`config.mk`:
```
export PLATFORM = sky130hd
export DESIGN_NAME = isgf_ctrl
export DESIGN_NICKNAME = d
export VERILOG_FILES = /design/src/hw/rtl/isgf_pkg.sv /design/src/hw/rtl/isgf_ctrl.sv
export SDC_FILE = /design/constraint.sdc
export NUM_CORES = 1
export LEC_CHECK = 0
export ABC_AREA = 1
export BUFFER_PORTS_ARGS = -buffer_cell sky130_fd_sc_hd__buf_4
export CAP_MARGIN = 10
export CORE_AREA = 2 2 39 41
export CTS_CLUSTER_DIAMETER = 30
export DETAILED_ROUTE_END_ITERATION = 6
export DIE_AREA = 0 0 41 43
export HOLD_SLACK_MARGIN = 0.06
export SLEW_MARGIN = 10
export SYNTH_ARGS = -nofsm -noshare
export SYNTH_HDL_FRONTEND = slang
export SYNTH_SLANG_ARGS = --single-unit
```
`constraint.sdc`:
```
create_clock -name clk_i -period 2.7 [get_ports clk_i]
set_input_delay 0.675 -clock clk_i [delete_from_list [all_inputs] [get_ports clk_i]]
set_output_delay 0.675 -clock clk_i [all_outputs]
set_load 0.005 [all_outputs]
```
`src/hw/rtl/isgf_pkg.sv`:
```
// ----------------------------------------------------------------------------
// isgf_pkg
// Shared types and constants of the greedy spin-flip search block.
// ----------------------------------------------------------------------------
package isgf_pkg;

  localparam logic [1:0] KIND_COUPLING = 2'd0;
  localparam logic [1:0] KIND_SPIN     = 2'd1;
  localparam logic [1:0] KIND_START    = 2'd2;

  localparam logic [1:0] CFG_PASS_LIMIT = 2'd0;
  localparam logic [1:0] CFG_GAIN_TOL   = 2'd1;
  localparam logic [1:0] CFG_SPINS      = 2'd2;

  localparam logic [9:0]  PASS_LIMIT_RST = 10'd100;
  localparam logic [6:0]  SPINS_RST      = 7'd64;
  localparam logic [19:0] FLIP_SAT       = 20'hFFFFF;

  localparam int IN_DATA_W  = 32;
  localparam int OUT_DATA_W = 72;
  localparam int CFG_W      = 24;
  localparam int OBJ_W      = 27;

  typedef enum logic [3:0] {
    ST_IDLE, ST_FIELD, ST_F_DRAIN, ST_PASS, ST_SCAN, ST_S_DRAIN, ST_DECIDE,
    ST_UPDATE, ST_U_DRAIN, ST_OBJ, ST_O_DRAIN, ST_EMIT
  } isgf_state_e;

  typedef enum logic [2:0] {
    OP_NONE, OP_FIELD, OP_SCAN, OP_UPDATE, OP_OBJ
  } isgf_op_e;

  typedef struct packed {
    isgf_op_e op;
    logic     search_start;
    logic     pass_begin;
    logic     acc_clr;
    logic     flip;
    logic     emit;
  } isgf_cmd_t;

  typedef struct packed {
    logic sweep_end;
    logic pass_go;
    logic best_gt;
    logic iter_done;
    logic emit_done;
  } isgf_status_t;

endpackage

```
`src/hw/rtl/isgf_ctrl.sv`:
```
// ----------------------------------------------------------------------------
// isgf_ctrl
// Sequencer of the search: field set-up, passes of flips, objective, results.
// ----------------------------------------------------------------------------
module isgf_ctrl import isgf_pkg::*; (
  input  logic         clk_i,
  input  logic         rst_ni,
  input  logic         in_fire_i,
  input  logic [1:0]   kind_i,
  output logic         in_ready_o,
  output isgf_cmd_t    cmd_o,
  input  isgf_status_t status_i
);

  isgf_state_e state_q, state_d;

  always_ff @(posedge clk_i or negedge rst_ni) begin
    if (!rst_ni) begin
      state_q <= ST_IDLE;
    end else begin
      state_q <= state_d;
    end
  end

  always_comb begin
    state_d = state_q;
    unique case (state_q)
      ST_IDLE: begin
        if (in_fire_i && kind_i == KIND_START) state_d = ST_FIELD;
      end
      ST_FIELD:   if (status_i.sweep_end) state_d = ST_F_DRAIN;
      ST_F_DRAIN: state_d = ST_PASS;
      ST_PASS:    state_d = status_i.pass_go ? ST_SCAN : ST_OBJ;
      ST_SCAN:    if (status_i.sweep_end) state_d = ST_S_DRAIN;
      ST_S_DRAIN: state_d = ST_DECIDE;
      ST_DECIDE:  state_d = status_i.best_gt ? ST_UPDATE : ST_PASS;
      ST_UPDATE:  if (status_i.sweep_end) state_d = ST_U_DRAIN;
      ST_U_DRAIN: state_d = status_i.iter_done ? ST_PASS : ST_SCAN;
      ST_OBJ:     if (status_i.sweep_end) state_d = ST_O_DRAIN;
      ST_O_DRAIN: state_d = ST_EMIT;
      ST_EMIT:    if (status_i.emit_done) state_d = ST_IDLE;
      default:    state_d = ST_IDLE;
    endcase
  end

  always_comb begin
    cmd_o      = '0;
    cmd_o.op   = OP_NONE;
    in_ready_o = 1'b0;
    unique case (state_q)
      ST_IDLE: begin
        in_ready_o         = 1'b1;
        cmd_o.search_start = in_fire_i && kind_i == KIND_START;
      end
      ST_FIELD:  cmd_o.op = OP_FIELD;
      ST_PASS: begin
        cmd_o.pass_begin = status_i.pass_go;
        cmd_o.acc_clr    = !status_i.pass_go;
      end
      ST_SCAN:   cmd_o.op = OP_SCAN;
      ST_DECIDE: cmd_o.flip = status_i.best_gt;
      ST_UPDATE: cmd_o.op = OP_UPDATE;
      ST_OBJ:    cmd_o.op = OP_OBJ;
      ST_EMIT:   cmd_o.emit = 1'b1;
      default:   cmd_o.op = OP_NONE;
    endcase
  end

endmodule

```
==> impl_metrics.ini <==
[layout]
drive_above_1_share_pct = 36.7
fin_util_pct = 44.5
regMostFlops = state_q
final_cell_mix = nand2_1 (20), buf_4 (18), nand3_1 (14)
largest_register_ffs = 4
final_common_cell = nand2_1
multi_input_area_um2 = 274
largestRegisters = state_q (4)
antennaDiodeCount = 0
fillers = 148
seq_area_um2 = 100
fin_nets = 110
syn2layout_area_growth_pct = 40.6

[pwr]
ir_worst_vdd_mv = 0.273
pwr_density_cell_nw_per_um2 = 919
power_leakage_uw = 0.000398

[floorplan]
die_x_um = 41
die-area_um2 = 1760
placeableCoreArea_um2 = 1380
die_h_um = 43
rows = 14
start_util_pct = 31.6
io_pins = 19

[synthesis]
synth_top_cell_area_share_pct = 22.9
synth_cell_types = 13
syn_nets = 87
yosysTopAreaCell = dfrtp_1
synth_area_leaders = dfrtp_1 (23%), nand2_1 (17%), nand3_1 (16%), inv_1 (11%), nand2_2 (8.6%)
synthCells = 77
synth.yosys.warnings = 0
yosysSeqAreaShare_pct = 22.9
syn_avg_cell_area_um2 = 5.69
syn_area_um2 = 438
synth_seq_cells = 4

[sta]
fin_worst_skew_ns = 0.00504
period_needed_ns = 1.94
rsz0062_at_grt = no
fin_crit_sh_pct = 71.8
drv_slew = 0
fmaxAchievable_ghz = 0.516
setup_viol = 0
tns_ns = 0
final_hold_viol_count = 0
slew_headroom_pct = 83.3
worst_pin_slew_ns = 0.250

[clock_tree]
clock_latency_ns = 0.23
cts_hold_buf = 0
cts_max_level = 1
cts_buffer_depth = 2
cts_root_buf = clkbuf_4
post_cts_buffers = 0
clkTransAtPathRegs_ns = 0.04
cts_sinks = 4
tritoncts = yes
cts_buffers = 3
cts_resized = 0

[worst_setup_path]
timing.critical_path.buf_inv = 1
startpoint_type = flop
path_max_fanout = 7
endpoint_kind = output port
path_cells = nor2_1, nand2_2, nor3_1, buf_4
ff2ff_setup_slack_ns = 1.46
critPathArrivalTime_ns = 1.26
slowest_delay_ns = 0.45
cp_top_family = flip-flops
critPathKind = flop to output port
cp_data_required_time_ns = 2.03
slowest_stage = dfrtp_1

[grt]
grt_max_degree = 8
grt-ovfl-total = 0
track_usage_pct = 12.6
grt_pass1_wl_mm = 1.53
antenna_found_initial = 0
grt_pass1_vias = 398

[detailed_routing]
ant_nets = 0
dr.pass1.iters = 4
drc_errors = 0
dr_total_vias = 513
viasPerCell = 4.50
totalWireLength_mm = 1.02
wl_per_cell_um = 8.92
drt_iter0_drc = 10

[place]
place_congestion = 0.781
dpl.hpwl_um = 851
io_buffers = 18

[worst_hold_path]
hold_path.class = primary input to asynchronous set/reset pin

[outcome]
status = finished clean

[flow_run]
cap_viol_max_count = 0
[layer usage]
metal,track usage [%],wire [um],vias to the layer above
met5,0,0,-
met4,4.00,0,0
met3,4.71,55,0
met2,17.5,480,16
met1,17.6,481,218
li1,-,-,279
[metrics by stage]
step	std cells	hold WS, ns	area [um^2]	power (uW)	setup WS, ns
2_1_floorplan	77	0.379	438	381	1.10
3_3_place_gp	111	0.470	593	498	0.904
5_1_grt	114	0.225	616	630	0.637
4_1_cts	114	0.226	616	574	0.738
6_report	114	0.229	616	565	0.761
3_5_place_dp	111	0.471	593	500	0.900
[cell type report]
type,instances,area share (%)
clock buffers,3,3.66
inverters,17,10.4
multi-input cells,56,44.5
flip-flops and latches,4,16.3
well taps,16,3.25
repair buffers,18,22.0
[path summary, 6_finish.rpt]
kind / end / startpoint / cells past startpoint
min in group clk_i: state_q[0] / state_q[0] / 2
min reg2reg: state_q[0] / state_q[0] / 2
max: cmd_o[4] / state_q[1] / 4
max in group asynchronous: state_q[1] / rst_ni / 1
max reg2reg: state_q[0] / state_q[1] / 5
min: state_q[3] / rst_ni / 1
[cells by family after synthesis]
group	share of synthesized area [%]
compound gates	4.29
buf+inv	14.6
simple gates	58.3
flops	22.9
[cell usage after synthesis]
master,count
nor3_2,1
nand3_1,14
nand2_4,1
nor2_1,9
nand2_2,6
inv_2,4
dfrtp_1,4
nand2_1,20
o21bai_2,1
inv_1,13
nor2_2,2
nor3_1,1
a211oi_1,1
[where the power goes]
group | switching [uW] | leakage (uW) | internal [uW]
Combinational | 218 | 0.000334 | 150
Sequential | 41.0 | 0.0000504 | 86.2
Clock | 21.4 | 0.0000138 | 49.5
Total | 280 | 0.000398 | 285
Note: power is estimated with default switching activity, not from simulation.
